==> config.mk <==
export PLATFORM = sky130hd
export DESIGN_NAME = sha1_stream_hasher
export DESIGN_NICKNAME = d
export VERILOG_FILES = /design/src/rtl/ssh_pkg.sv /design/src/rtl/ssh_ctrl.sv /design/src/rtl/ssh_datapath.sv /design/src/rtl/sha1_stream_hasher.sv
export VERILOG_INCLUDE_DIRS = /design/src /design/src/rtl
export SDC_FILE = /design/constraint.sdc
export NUM_CORES = 2
export LEC_CHECK = 0
export BUFFER_PORTS_ARGS = -buffer_cell sky130_fd_sc_hd__buf_2
export CAP_MARGIN = 0
export CORE_AREA = 2 2 305 307
export CTS_CLUSTER_SIZE = 24
export DETAILED_ROUTE_END_ITERATION = 10
export DIE_AREA = 0 0 307 309
export GPL_TIMING_DRIVEN = 1
export PLACE_DENSITY = 0.82
export SYNTH_ARGS = -nofsm -noshare
export SYNTH_HDL_FRONTEND = slang
export SYNTH_HIERARCHICAL = 1
export SYNTH_SLANG_ARGS = --single-unit
==> constraint.sdc <==
create_clock -name clk_i -period 17.11 [get_ports clk_i]
set_clock_uncertainty 0.05 [all_clocks]
set_input_delay 0.8555 -clock clk_i [delete_from_list [all_inputs] [get_ports clk_i]]
set_output_delay 0.8555 -clock clk_i [all_outputs]
set_load 0.005 [all_outputs]
==> src/rtl/sha1_stream_hasher_defines.svh <==
// Assertion macros shared by the SHA-1 stream hasher modules.
`ifndef SHA1_STREAM_HASHER_DEFINES_SVH
`define SHA1_STREAM_HASHER_DEFINES_SVH

// Same-cycle implication, checked on every rising clock edge out of reset.
`define SSH_ASSERT_NOW(name, ante, cons, msg) \
  name: assert property (@(posedge clk_i) disable iff (!rst_ni) (ante) |-> (cons)) \
    else $error(msg);

// Next-cycle implication, checked on every rising clock edge out of reset.
`define SSH_ASSERT_NEXT(name, ante, cons, msg) \
  name: assert property (@(posedge clk_i) disable iff (!rst_ni) (ante) |=> (cons)) \
    else $error(msg);

`endif

==> src/rtl/ssh_pkg.sv <==
// Types, constants and helper functions shared by the SHA-1 stream hasher.
package ssh_pkg;

  localparam int unsigned WORD_W     = 32;
  localparam int unsigned NUM_WORDS  = 5;
  localparam int unsigned WIN_DEPTH  = 16;
  localparam int unsigned CFG_ADDR_W = 3;

  localparam logic [6:0] LAST_ROUND     = 7'd79;
  localparam logic [2:0] LAST_WORD_IDX  = 3'd4;
  localparam logic [5:0] BLOCK_LAST_POS = 6'd63;
  localparam logic [5:0] PAD_END_POS    = 6'd56;
  localparam logic [7:0] PAD_MARK_BYTE  = 8'h80;

  localparam logic [WORD_W-1:0] INIT_H [NUM_WORDS] = '{
    32'h67452301, 32'hEFCDAB89, 32'h98BADCFE, 32'h10325476, 32'hC3D2E1F0
  };

  localparam logic [WORD_W-1:0] K_0 = 32'h5A827999;
  localparam logic [WORD_W-1:0] K_1 = 32'h6ED9EBA1;
  localparam logic [WORD_W-1:0] K_2 = 32'h8F1BBCDC;
  localparam logic [WORD_W-1:0] K_3 = 32'hCA62C1D6;

  typedef enum logic [2:0] {
    OP_NOP      = 3'd0,
    OP_PUT_BYTE = 3'd1,
    OP_LEN_HI   = 3'd2,
    OP_LEN_LO   = 3'd3,
    OP_LOAD     = 3'd4,
    OP_ROUND    = 3'd5,
    OP_ADD      = 3'd6,
    OP_EMIT     = 3'd7
  } op_e;

  typedef enum logic [1:0] {
    SEL_INPUT = 2'd0,
    SEL_MARK  = 2'd1,
    SEL_ZERO  = 2'd2
  } byte_sel_e;

  typedef struct packed {
    op_e        op;
    byte_sel_e  byte_sel;
    logic [6:0] round_idx;
    logic [2:0] word_idx;
  } cmd_t;

  typedef struct packed {
    logic [5:0] pos;
    logic       out_free;
  } status_t;

  function automatic logic [WORD_W-1:0] rotl(input logic [WORD_W-1:0] x, input int unsigned n);
    rotl = (x << n) | (x >> (WORD_W - n));
  endfunction

  function automatic logic [WORD_W-1:0] round_k(input logic [6:0] t);
    if (t < 7'd20) begin
      round_k = K_0;
    end else if (t < 7'd40) begin
      round_k = K_1;
    end else if (t < 7'd60) begin
      round_k = K_2;
    end else begin
      round_k = K_3;
    end
  endfunction

endpackage

==> src/rtl/ssh_ctrl.sv <==
// Controller state machine: byte intake, padding, compression sequencing, digest output.
`include "sha1_stream_hasher_defines.svh"

module ssh_ctrl (
  input  logic             clk_i,
  input  logic             rst_ni,
  input  logic             s_axis_tvalid_i,
  input  logic             s_axis_tuser_i,
  input  logic             s_axis_tlast_i,
  output logic             s_axis_tready_o,
  input  ssh_pkg::status_t status_i,
  output ssh_pkg::cmd_t    cmd_o
);

  typedef enum logic [8:0] {
    S_IDLE     = 9'b000000001,
    S_PAD_MARK = 9'b000000010,
    S_PAD_ZERO = 9'b000000100,
    S_LEN_HI   = 9'b000001000,
    S_LEN_LO   = 9'b000010000,
    S_LOAD     = 9'b000100000,
    S_ROUND    = 9'b001000000,
    S_ADD      = 9'b010000000,
    S_EMIT     = 9'b100000000
  } state_e;

  state_e     state_q, state_d;
  state_e     ret_q, ret_d;
  logic [6:0] rnd_q, rnd_d;
  logic [2:0] idx_q, idx_d;

  always_comb begin
    state_d         = state_q;
    ret_d           = ret_q;
    rnd_d           = rnd_q;
    idx_d           = idx_q;
    s_axis_tready_o = 1'b0;
    cmd_o           = '{op: ssh_pkg::OP_NOP, byte_sel: ssh_pkg::SEL_INPUT,
                        round_idx: rnd_q, word_idx: idx_q};
    case (state_q)
      S_IDLE: begin
        s_axis_tready_o = 1'b1;
        if (s_axis_tvalid_i) begin
          if (s_axis_tuser_i) begin
            cmd_o.op       = ssh_pkg::OP_PUT_BYTE;
            cmd_o.byte_sel = ssh_pkg::SEL_INPUT;
          end
          if (s_axis_tuser_i && status_i.pos == ssh_pkg::BLOCK_LAST_POS) begin
            state_d = S_LOAD;
            ret_d   = s_axis_tlast_i ? S_PAD_MARK : S_IDLE;
          end else if (s_axis_tlast_i) begin
            state_d = S_PAD_MARK;
          end
        end
      end
      S_PAD_MARK: begin
        cmd_o.op       = ssh_pkg::OP_PUT_BYTE;
        cmd_o.byte_sel = ssh_pkg::SEL_MARK;
        ret_d          = S_PAD_ZERO;
        state_d        = (status_i.pos == ssh_pkg::BLOCK_LAST_POS) ? S_LOAD : S_PAD_ZERO;
      end
      S_PAD_ZERO: begin
        if (status_i.pos == ssh_pkg::PAD_END_POS) begin
          state_d = S_LEN_HI;
        end else begin
          cmd_o.op       = ssh_pkg::OP_PUT_BYTE;
          cmd_o.byte_sel = ssh_pkg::SEL_ZERO;
          if (status_i.pos == ssh_pkg::BLOCK_LAST_POS) begin
            state_d = S_LOAD;
            ret_d   = S_PAD_ZERO;
          end
        end
      end
      S_LEN_HI: begin
        cmd_o.op = ssh_pkg::OP_LEN_HI;
        state_d  = S_LEN_LO;
      end
      S_LEN_LO: begin
        cmd_o.op = ssh_pkg::OP_LEN_LO;
        ret_d    = S_EMIT;
        state_d  = S_LOAD;
      end
      S_LOAD: begin
        cmd_o.op = ssh_pkg::OP_LOAD;
        rnd_d    = '0;
        state_d  = S_ROUND;
      end
      S_ROUND: begin
        cmd_o.op = ssh_pkg::OP_ROUND;
        rnd_d    = rnd_q + 7'd1;
        if (rnd_q == ssh_pkg::LAST_ROUND) begin
          state_d = S_ADD;
        end
      end
      S_ADD: begin
        cmd_o.op = ssh_pkg::OP_ADD;
        idx_d    = '0;
        state_d  = ret_q;
      end
      S_EMIT: begin
        if (status_i.out_free) begin
          cmd_o.op = ssh_pkg::OP_EMIT;
          idx_d    = idx_q + 3'd1;
          if (idx_q == ssh_pkg::LAST_WORD_IDX) begin
            state_d = S_IDLE;
          end
        end
      end
      default: begin
        state_d = S_IDLE;
      end
    endcase
  end

  always_ff @(posedge clk_i or negedge rst_ni) begin
    if (!rst_ni) begin
      state_q <= S_IDLE;
      ret_q   <= S_IDLE;
      rnd_q   <= '0;
      idx_q   <= '0;
    end else begin
      state_q <= state_d;
      ret_q   <= ret_d;
      rnd_q   <= rnd_d;
      idx_q   <= idx_d;
    end
  end

  `SSH_ASSERT_NEXT(a_round_end_adds, (cmd_o.op == ssh_pkg::OP_ROUND && cmd_o.round_idx == ssh_pkg::LAST_ROUND), (cmd_o.op == ssh_pkg::OP_ADD), "last round not followed by chain add")
  `SSH_ASSERT_NOW(a_len_at_pad_end, (state_q == S_LEN_HI), (status_i.pos == ssh_pkg::PAD_END_POS), "length inserted off the pad boundary")
  `SSH_ASSERT_NOW(a_emit_slot_free, (cmd_o.op == ssh_pkg::OP_EMIT), (status_i.out_free), "digest word issued into a full output register")

endmodule

==> src/rtl/ssh_datapath.sv <==
// Datapath: byte packing, schedule window, round unit, chaining value and output register.
`include "sha1_stream_hasher_defines.svh"

module ssh_datapath #(
  parameter int unsigned COUNT_WIDTH = 61
) (
  input  logic                           clk_i,
  input  logic                           rst_ni,
  input  logic                           cfg_we_i,
  input  logic [ssh_pkg::CFG_ADDR_W-1:0] cfg_addr_i,
  input  logic [ssh_pkg::WORD_W-1:0]     cfg_wdata_i,
  input  logic [7:0]                     in_byte_i,
  input  ssh_pkg::cmd_t                  cmd_i,
  output ssh_pkg::status_t               status_o,
  output logic                           m_axis_tvalid_o,
  input  logic                           m_axis_tready_i,
  output logic [ssh_pkg::WORD_W-1:0]     m_axis_tdata_o,
  output logic [3:0]                     m_axis_tuser_o,
  output logic                           m_axis_tlast_o
);

  logic [ssh_pkg::WORD_W-1:0] exp_q   [ssh_pkg::NUM_WORDS];
  logic [ssh_pkg::WORD_W-1:0] chain_q [ssh_pkg::NUM_WORDS];
  logic [ssh_pkg::WORD_W-1:0] work_q  [ssh_pkg::NUM_WORDS];
  logic [ssh_pkg::WORD_W-1:0] win_q   [ssh_pkg::WIN_DEPTH];
  logic [23:0]                partial_q;
  logic [COUNT_WIDTH-1:0]     count_q;
  logic [5:0]                 pos_q;
  logic                       m_valid_q;
  logic [ssh_pkg::WORD_W-1:0] m_data_q;
  logic [2:0]                 m_idx_q;
  logic                       m_last_q;
  logic                       m_match_q;

  logic [7:0]                 put_val;
  logic [63:0]                bit_len;
  logic                       win_shift;
  logic [ssh_pkg::WORD_W-1:0] win_new;
  logic [ssh_pkg::WORD_W-1:0] w_cur;
  logic [ssh_pkg::WORD_W-1:0] f_val;
  logic [ssh_pkg::WORD_W-1:0] temp;
  logic                       digest_eq;
  logic                       out_free;
  logic                       emit_last;

  assign bit_len   = 64'(count_q) << 3;
  assign out_free  = !m_valid_q || m_axis_tready_i;
  assign emit_last = (cmd_i.op == ssh_pkg::OP_EMIT) && (cmd_i.word_idx == ssh_pkg::LAST_WORD_IDX);

  always_comb begin
    case (cmd_i.byte_sel)
      ssh_pkg::SEL_INPUT: put_val = in_byte_i;
      ssh_pkg::SEL_MARK:  put_val = ssh_pkg::PAD_MARK_BYTE;
      default:            put_val = 8'h00;
    endcase
  end

  // Schedule word: window rotates for the first 16 rounds, then expands
  always_comb begin
    if (cmd_i.round_idx < 7'd16) begin
      w_cur = win_q[0];
    end else begin
      w_cur = ssh_pkg::rotl(win_q[13] ^ win_q[8] ^ win_q[2] ^ win_q[0], 1);
    end
  end

  always_comb begin
    if (cmd_i.round_idx < 7'd20) begin
      f_val = (work_q[1] & work_q[2]) | (~work_q[1] & work_q[3]);
    end else if (cmd_i.round_idx < 7'd40) begin
      f_val = work_q[1] ^ work_q[2] ^ work_q[3];
    end else if (cmd_i.round_idx < 7'd60) begin
      f_val = (work_q[1] & work_q[2]) | (work_q[1] & work_q[3]) | (work_q[2] & work_q[3]);
    end else begin
      f_val = work_q[1] ^ work_q[2] ^ work_q[3];
    end
  end

  assign temp = ssh_pkg::rotl(work_q[0], 5) + f_val + work_q[4]
              + ssh_pkg::round_k(cmd_i.round_idx) + w_cur;

  always_comb begin
    win_shift = 1'b0;
    win_new   = w_cur;
    case (cmd_i.op)
      ssh_pkg::OP_PUT_BYTE: begin
        win_shift = (pos_q[1:0] == 2'd3);
        win_new   = {partial_q, put_val};
      end
      ssh_pkg::OP_LEN_HI: begin
        win_shift = 1'b1;
        win_new   = bit_len[63:32];
      end
      ssh_pkg::OP_LEN_LO: begin
        win_shift = 1'b1;
        win_new   = bit_len[31:0];
      end
      ssh_pkg::OP_ROUND: begin
        win_shift = 1'b1;
        win_new   = w_cur;
      end
      default: begin
        win_shift = 1'b0;
      end
    endcase
  end

  always_comb begin
    digest_eq = 1'b1;
    for (int i = 0; i < ssh_pkg::NUM_WORDS; i++) begin
      if (chain_q[i] != exp_q[i]) begin
        digest_eq = 1'b0;
      end
    end
  end

  always_ff @(posedge clk_i) begin
    if (win_shift) begin
      for (int i = 0; i < ssh_pkg::WIN_DEPTH - 1; i++) begin
        win_q[i] <= win_q[i+1];
      end
      win_q[ssh_pkg::WIN_DEPTH-1] <= win_new;
    end
    if (cmd_i.op == ssh_pkg::OP_PUT_BYTE) begin
      partial_q <= {partial_q[15:0], put_val};
    end
    case (cmd_i.op)
      ssh_pkg::OP_LOAD: begin
        for (int i = 0; i < ssh_pkg::NUM_WORDS; i++) begin
          work_q[i] <= chain_q[i];
        end
      end
      ssh_pkg::OP_ROUND: begin
        work_q[0] <= temp;
        work_q[1] <= work_q[0];
        work_q[2] <= ssh_pkg::rotl(work_q[1], 30);
        work_q[3] <= work_q[2];
        work_q[4] <= work_q[3];
      end
      default: begin
      end
    endcase
    if (cmd_i.op == ssh_pkg::OP_EMIT) begin
      m_data_q  <= chain_q[cmd_i.word_idx];
      m_idx_q   <= cmd_i.word_idx;
      m_last_q  <= emit_last;
      m_match_q <= emit_last && digest_eq;
    end
  end

  always_ff @(posedge clk_i or negedge rst_ni) begin
    if (!rst_ni) begin
      for (int i = 0; i < ssh_pkg::NUM_WORDS; i++) begin
        exp_q[i]   <= '0;
        chain_q[i] <= ssh_pkg::INIT_H[i];
      end
      count_q   <= '0;
      pos_q     <= '0;
      m_valid_q <= 1'b0;
    end else begin
      for (int i = 0; i < ssh_pkg::NUM_WORDS; i++) begin
        if (cfg_we_i && cfg_addr_i == ssh_pkg::CFG_ADDR_W'(i)) begin
          exp_q[i] <= cfg_wdata_i;
        end
      end
      case (cmd_i.op)
        ssh_pkg::OP_PUT_BYTE: begin
          pos_q <= pos_q + 6'd1;
          if (cmd_i.byte_sel == ssh_pkg::SEL_INPUT) begin
            count_q <= count_q + COUNT_WIDTH'(1);
          end
        end
        ssh_pkg::OP_LEN_LO: begin
          pos_q <= '0;
        end
        ssh_pkg::OP_ADD: begin
          for (int i = 0; i < ssh_pkg::NUM_WORDS; i++) begin
            chain_q[i] <= chain_q[i] + work_q[i];
          end
        end
        ssh_pkg::OP_EMIT: begin
          if (emit_last) begin
            for (int i = 0; i < ssh_pkg::NUM_WORDS; i++) begin
              chain_q[i] <= ssh_pkg::INIT_H[i];
            end
            count_q <= '0;
            pos_q   <= '0;
          end
        end
        default: begin
        end
      endcase
      if (cmd_i.op == ssh_pkg::OP_EMIT) begin
        m_valid_q <= 1'b1;
      end else if (m_axis_tready_i) begin
        m_valid_q <= 1'b0;
      end
    end
  end

  assign status_o.pos      = pos_q;
  assign status_o.out_free = out_free;

  assign m_axis_tvalid_o = m_valid_q;
  assign m_axis_tdata_o  = m_data_q;
  assign m_axis_tuser_o  = {m_match_q, m_idx_q};
  assign m_axis_tlast_o  = m_last_q;

  `SSH_ASSERT_NEXT(a_chain_reinit, (emit_last), (chain_q[0] == ssh_pkg::INIT_H[0] && pos_q == 6'd0), "chaining value not reinitialized after digest")

endmodule

==> src/rtl/sha1_stream_hasher.sv <==
// SHA-1 stream hasher: one message byte per input transaction, 80 rounds at one round per cycle.
// Input ready is high only while the block is idle, so no byte is taken during a compression.
// The byte that completes a 64-byte block starts a compression (load, 80 rounds through the
// single round unit, chain add). A transaction marked last then inserts the 0x80 pad byte and
// zero bytes one per cycle, unless a compression holds them, up to byte 56 of the block (with a
// further compression if the pad spills into a new block), then the 64-bit bit length as a high
// and a low word, the final compression and the five digest words, which leave on the output
// port most significant first; output backpressure stretches that last phase. Digest word 4
// carries tlast and, in tuser, the match flag against the five expected_word registers. The
// chaining value and length counter return to their initial values after each digest, ready
// for the next message.
module sha1_stream_hasher #(
  parameter int unsigned COUNT_WIDTH = 61
) (
  input  logic                           clk_i,
  input  logic                           rst_ni,
  input  logic                           cfg_we_i,
  input  logic [ssh_pkg::CFG_ADDR_W-1:0] cfg_addr_i,
  input  logic [ssh_pkg::WORD_W-1:0]     cfg_wdata_i,
  input  logic                           s_axis_tvalid_i,
  output logic                           s_axis_tready_o,
  input  logic [7:0]                     s_axis_tdata_i,  // [7:0] data_byte
  input  logic                           s_axis_tuser_i,  // [0] has_byte
  input  logic                           s_axis_tlast_i,
  output logic                           m_axis_tvalid_o,
  input  logic                           m_axis_tready_i,
  output logic [ssh_pkg::WORD_W-1:0]     m_axis_tdata_o,  // [31:0] digest_word
  output logic [3:0]                     m_axis_tuser_o,  // [2:0] word_index, [3] match
  output logic                           m_axis_tlast_o
);

  ssh_pkg::cmd_t    cmd;
  ssh_pkg::status_t status;

  ssh_ctrl u_ctrl (
    .clk_i           (clk_i),
    .rst_ni          (rst_ni),
    .s_axis_tvalid_i (s_axis_tvalid_i),
    .s_axis_tuser_i  (s_axis_tuser_i),
    .s_axis_tlast_i  (s_axis_tlast_i),
    .s_axis_tready_o (s_axis_tready_o),
    .status_i        (status),
    .cmd_o           (cmd)
  );

  ssh_datapath #(
    .COUNT_WIDTH (COUNT_WIDTH)
  ) u_datapath (
    .clk_i           (clk_i),
    .rst_ni          (rst_ni),
    .cfg_we_i        (cfg_we_i),
    .cfg_addr_i      (cfg_addr_i),
    .cfg_wdata_i     (cfg_wdata_i),
    .in_byte_i       (s_axis_tdata_i),
    .cmd_i           (cmd),
    .status_o        (status),
    .m_axis_tvalid_o (m_axis_tvalid_o),
    .m_axis_tready_i (m_axis_tready_i),
    .m_axis_tdata_o  (m_axis_tdata_o),
    .m_axis_tuser_o  (m_axis_tuser_o),
    .m_axis_tlast_o  (m_axis_tlast_o)
  );

endmodule
== After elaboration in Yosys (flattened, before gate mapping) ==
Memory sizes are Yosys's and may differ from the RTL's.
Cells that the tools add are included.

* Bits in registers: 477
* Bits in writable memories: 672
* Output and inout bits: 39
* Memories: 2

{| class="wikitable"
|+ Memory list
! memory !! words !! width !! rd ports !! clocked after memory_dff !! wr ports !! RTL line !! RTL
|-
| u_datapath.win_q || 16 || 32 || 16 || 0 || 16 || ssh_datapath.sv:25 || <nowiki>logic [ssh_pkg::WORD_W-1:0] win_q [ssh_pkg::WIN_DEPTH];</nowiki>
|-
| u_datapath.work_q || 5 || 32 || 5 || 0 || 5 || ssh_datapath.sv:24 || <nowiki>logic [ssh_pkg::WORD_W-1:0] work_q [ssh_pkg::NUM_WORDS];</nowiki>
|}

* Add/sub/neg operators: 13
* $lt $le $gt $ge: 5
* Equality and inequality tests: 42
* Mux-type cells: 64
* Bitwise operators: 22
* Reductions and logical operators: 26

{| class="wikitable"
|+ Operators with widths
! kind !! number
|-
| $mux 32 || 13
|-
| $pmux 160 s2 || 1
|-
| $add 32x32->32 || 9
|-
| $mux 160 || 1
|-
| $ne 32x32->1 || 5
|-
| $xor 32x32->32 || 5
|-
| $and 32x32->32 || 4
|-
| $mux 61 || 2
|-
| $pmux 61 s2 || 1
|-
| $mux 9 || 12
|-
| $bmux 32 s3 || 1
|-
| $or 32x32->32 || 3
|-
| $pmux 32 s3 || 1
|-
| $pmux 9 s9 || 1
|-
| $add 61x1->61 const B || 1
|-
| $pmux 9 s4 || 1
|-
| $not 32->32 || 1
|-
| $or 32x1->32 || 1
|-
| $or 32x30->32 || 1
|-
| $or 32x5->32 || 1
|-
| $mux 31 || 1
|-
| $pmux 3 s9 || 1
|-
| $eq 3x3->1 const B || 6
|-
| $pmux 6 s3 || 1
|-
| other kinds (50) || 98
|}

== Logic depth before layout (Yosys ltp) ==
An unclocked memory read counts as a cell.

* Word-level depth: 12
* Depth in mapped cells: 26

== Cells and area by module ==
The synthesis kept the hierarchy.

{| class="wikitable"
|+ By module, submodules not included
! module !! instances !! cells an instance !! area an instance (um^2) !! seq. area each (um^2)
|-
| ssh_datapath || 1 || 4487 || 56746.9 || 31820.5
|-
| ssh_ctrl || 1 || 151 || 1375.1 || 578.1
|}

== Least setup slack after synthesis ==
OpenSTA, ideal clock, no wires.

* Path kind: input-to-reg
* Start point: input m_axis_tready_i
* End point: memory u_datapath/win_q[0][0] (netlist bit), enable pin
* Setup time: 3.695 ns
* Arrival time: 10.582 ns
* Setup slack: 2.783 ns
* Cell stages on the path: 9
* Path buffers: 4
* Cells stage by stage: nand2b_1 -> buf_4 -> and4_1 -> buf_2 -> or3_1 -> buf_2 -> clkbuf_1 -> o21ai_0 -> nand2_1

{| class="wikitable"
|+ RTL lines
! item !! RTL line !! RTL
|-
| start, declared || sha1_stream_hasher.sv:26 || <nowiki>input logic m_axis_tready_i,</nowiki>
|-
| end, declared || ssh_datapath.sv:25 ||
|}

==> qor.yml <==
synthesis:
  yosysWarnings: 6
  async_reset_ff_share_pct: 35.9
  avgSynthCellArea_um2: 12.5
  syn_nets: 5010
  synth_cell_types: 106
  seq_area_frac_synth_pct: 55.7
  synthTopCellsByArea: "edfxtp_1 38%, dfrtp_1 14%, mux2_2 5.7%"
  yosys.area.top_type: "edfxtp_1"
  synth-seq-cells: 1144
  synth_ff_type: "edfxtp_1"
  syn-cell-area_um2: 58100
  syn_inst: 4638
  yosys.area.top_type_share_pct: 37.9
  synth-edff-count: 733
timing:
  rsz0062_at_grt: "no"
  period_share_pct: 43.0
  worstMarginPinSlew_ns: 1.24
  hold_violations: 0
  slew_viol_final: 0
  fin_setup_tns_ns: 0
  slew_headroom_pct: 17.5
  max_clock_freq_ghz: 0.136
  finalCriticalPeriod_ns: 7.36
  setup_violations: 0
critical_path:
  critPathLaunch: "u_ctrl/rnd_q[4]"
  r2r_slack_ns: 9.75
  path_depth: 23
  critical_path.endpoint: "u_datapath/work_q[0][31]"
  r2r-end: "u_datapath/work_q[0][31]"
  worst_r2r_path_depth: 23
  crit_type: "flop to flop"
  rr_startpoint: "u_ctrl/rnd_q[4]"
  endpoint_kind: "flop"
  crit_path_cell_trace: "o21ai_0, and2_1, inv_1, nor2_1, a221o_1, fa_1, inv_1, fa_1, fa_1, inv_1, ha_1, inv_1, fa_1, nor2b_1, o21ai_1, a21o_1, a21oi_1, a21oi_1, a2111oi_1, o31ai_1, a21oi_1, xnor2_1, o21ai_1"
  cp.arrival_ns: 7.74
  slowest_stage: "a2111oi_1"
  startpoint_type: "flop"
  crit_path_max_fanout: 23
  crit_family: "compound AO/OA/AOI/OAI gates"
  cp.required_ns: 17.50
  cpPeakStageDelay_ns: 0.86
  path_buf_inv: 4
cts:
  post_cts_resize_count: 0
  cts_buffers: 111
  postCtsSetupRepairBufs: 0
  htree_levels: 3
  cts_tree: "yes"
  hold_buffers: 0
  root_buffer: "clkbuf_16"
  cts.sink_count: 1144
  insertion_delay_ns: 0.73
  clock_path_buffers: 3
  clk_pin_slew_worst_paths_ns: 0.07
flow_run:
  maxCapViolations: 0
place:
  gp_congestion: 0.953
  port_buffers: 88
  hpwl_um: 110000
run_status:
  status: "finished, final reports clean"
final_layout:
  drive_gt1_share_pct: 16.4
  fin_nets: 5094
  final_core_util_pct: 69.9
  area_growth_pct: 9.91
detailed_routing:
  drtIter0Drc: 4166
  drcViolationCount: 0
  wire_per_inst_um: 26.1
  vias: 39000
  drt_pass1_iterations: 6
  vias_per_cell: 6.49
  antenna_left: 0
  finalWirelength_um: 157000
grt:
  grt_pass1_vias: 38400
  grt_max_degree: 215
  grt_first_pass_wirelength_um: 235000
  grt_overflow: 0
  grt_antenna_before_repair: 2
  grt_use_total_pct: 33.4
floorplanning:
  die_h_um: 309
  ioPinCount: 89
  fp.coreArea_um2: 91400
  start_util_pct: 63.6
  dieArea_um2: 94900
  die_x_um: 307
  num_rows: 111
power:
  internal_power_w: 0.00672
  ir_drop_mv: 0.127
  power.switching_w: 0.00384
  p_comb_share_pct: 33.7
  p_leak_nw: 24.9
  p_seq_share_pct: 41.1
  power-per-cell-area_nw_per_um2: 165
  clockPowerShare_pct: 25.2
  swShare_pct: 36.4
min_path:
  holdCritPathClass: "input pin to async pin"
-- cell usage after synthesis, types with 35 or more instances --
library cell  number
a21o_1            62
nand4_1           62
xor2_1           130
dfrtp_1          329
nor3_1            68
nor2_1           239
a22oi_1           35
o21ai_0          263
nand2b_1          41
xnor2_1          301
fa_1             125
dfstp_2           82
a21oi_1          207
clkbuf_1         125
inv_1            250
mux2i_1           44
mux2_2           296
nand2_1          317
o21ai_1           52
ha_1             197
and3_1            41
edfxtp_1         733
nand3_1          119
-- metrics by stage --
step	setup slack, ns	hold slack, ns	power, W	cells	instance area, µm²
2_1_floorplan	2.78	0.350	0.00674	4638	58100
3_3_place_gp	9.89	0.350	0.00768	5795	59900
3_5_place_dp	9.87	0.355	0.00779	5795	59900
4_1_cts	9.86	0.163	0.0105	6007	63900
5_1_grt	9.43	0.192	0.0110	6007	63900
6_report	9.75	0.157	0.0106	6009	63900
-- worst register-to-register path, stage by stage, from the launching register on --
cell and delay, ns:
dfrtp_1 0.51, o21ai_0 0.13, and2_1 0.45, inv_1 0.85, nor2_1 0.13, a221o_1 0.33, fa_1 0.51, inv_1 0.06
fa_1 0.53, fa_1 0.42, inv_1 0.07, ha_1 0.20, inv_1 0.07, fa_1 0.40, nor2b_1 0.13, o21ai_1 0.10
a21o_1 0.20, a21oi_1 0.21, a21oi_1 0.23, a2111oi_1 0.87, o31ai_1 0.21, a21oi_1 0.21, xnor2_1 0.14, o21ai_1 0.07
-- per-layer routing --
metal  track usage (%)  routed length, µm
met4              19.0              10400
met5                 0                  0
met3              5.96              14700
met2              52.1              71300
met1              44.7              60700
-- registers in the layout, indices dropped and copies added (netlist names) --
name                        count
u_ctrl/state_q                  9
u_datapath/partial_q           24
u_ctrl/rnd_q                    7
u_datapath/m_match_q            1
u_datapath/win_q              512
u_datapath/m_idx_q              3
u_datapath/m_axis_tdata_o      32
u_datapath/m_axis_tlast_o       1
u_ctrl/ret_q                    4
u_datapath/m_axis_tvalid_o      1
u_datapath/exp_q              160
u_datapath/chain_q            160
u_datapath/pos_q                6
u_ctrl/idx_q                    3
u_datapath/work_q             160
u_datapath/count_q             61
-- power by group through the flow --
| stage | Clock (W) | Sequential (W) | Combinational [W] |
|---|---|---|---|
| CTS | 0.00269 | 0.00430 | 0.00349 |
| floorplan | 0 | 0.00412 | 0.00262 |
| detailed placement | 0 | 0.00434 | 0.00346 |
| global placement | 0 | 0.00431 | 0.00336 |
| global route | 0.00280 | 0.00437 | 0.00385 |
| finish | 0.00266 | 0.00434 | 0.00356 |
-- cells by family (layout without fill, tap and decap cells) --
| group | after synthesis | after routing | synth area share, % |
|---|---|---|---|
| DFF | 1144 | 1144 | 55.7 |
| and+or+nand+nor | 1035 | 1035 | 8.62 |
| AOI/OAI and AO/OA | 924 | 924 | 10.2 |
| xor gates and xnor gates | 431 | 431 | 6.49 |
| buffers and inverters | 409 | 592 | 2.68 |
| muxes | 373 | 373 | 7.75 |
| adders and majority gates | 322 | 322 | 8.55 |
| other | 0 | 2 | 0 |
-- worst min path at each step --
stage | start | to | slack, ns
after detailed placement | u_datapath/win_q[0][157] | u_datapath/win_q[0][125] | 0.35
after global routing | rst_ni | u_datapath/exp_q[126] | 0.19
after global placement | u_datapath/win_q[1][86] | u_datapath/win_q[1][54] | 0.35
after floorplan | u_datapath/win_q[0][32] | u_datapath/win_q[0][0] | 0.35
final | rst_ni | u_datapath/exp_q[31] | 0.16
after CTS | rst_ni | u_datapath/chain_q[93] | 0.16
-- layout make-up --
class                      count  area [µm²]
antenna                        2        5.00
tap                         1186        1480
inverter                     252         947
sequential                  1144       32400
clock buffer                 132        2950
clock inverter                80        1060
fill                        6249       27500
multi-input combinational   3085       24200
timing repair buffer         128         788
-- cells in the final DEF (no fill, tap or decap), drive strengths merged, types with 197 or more instances in the layout --
| cell type | n |
|---|---|
| a21oi | 208 |
| dfrtp | 329 |
| edfxtp | 733 |
| ha | 197 |
| inv | 254 |
| mux2 | 297 |
| nand2 | 317 |
| nor2 | 241 |
| o21ai | 316 |
| xnor2 | 301 |
Power figures use the tool's default switching activity.
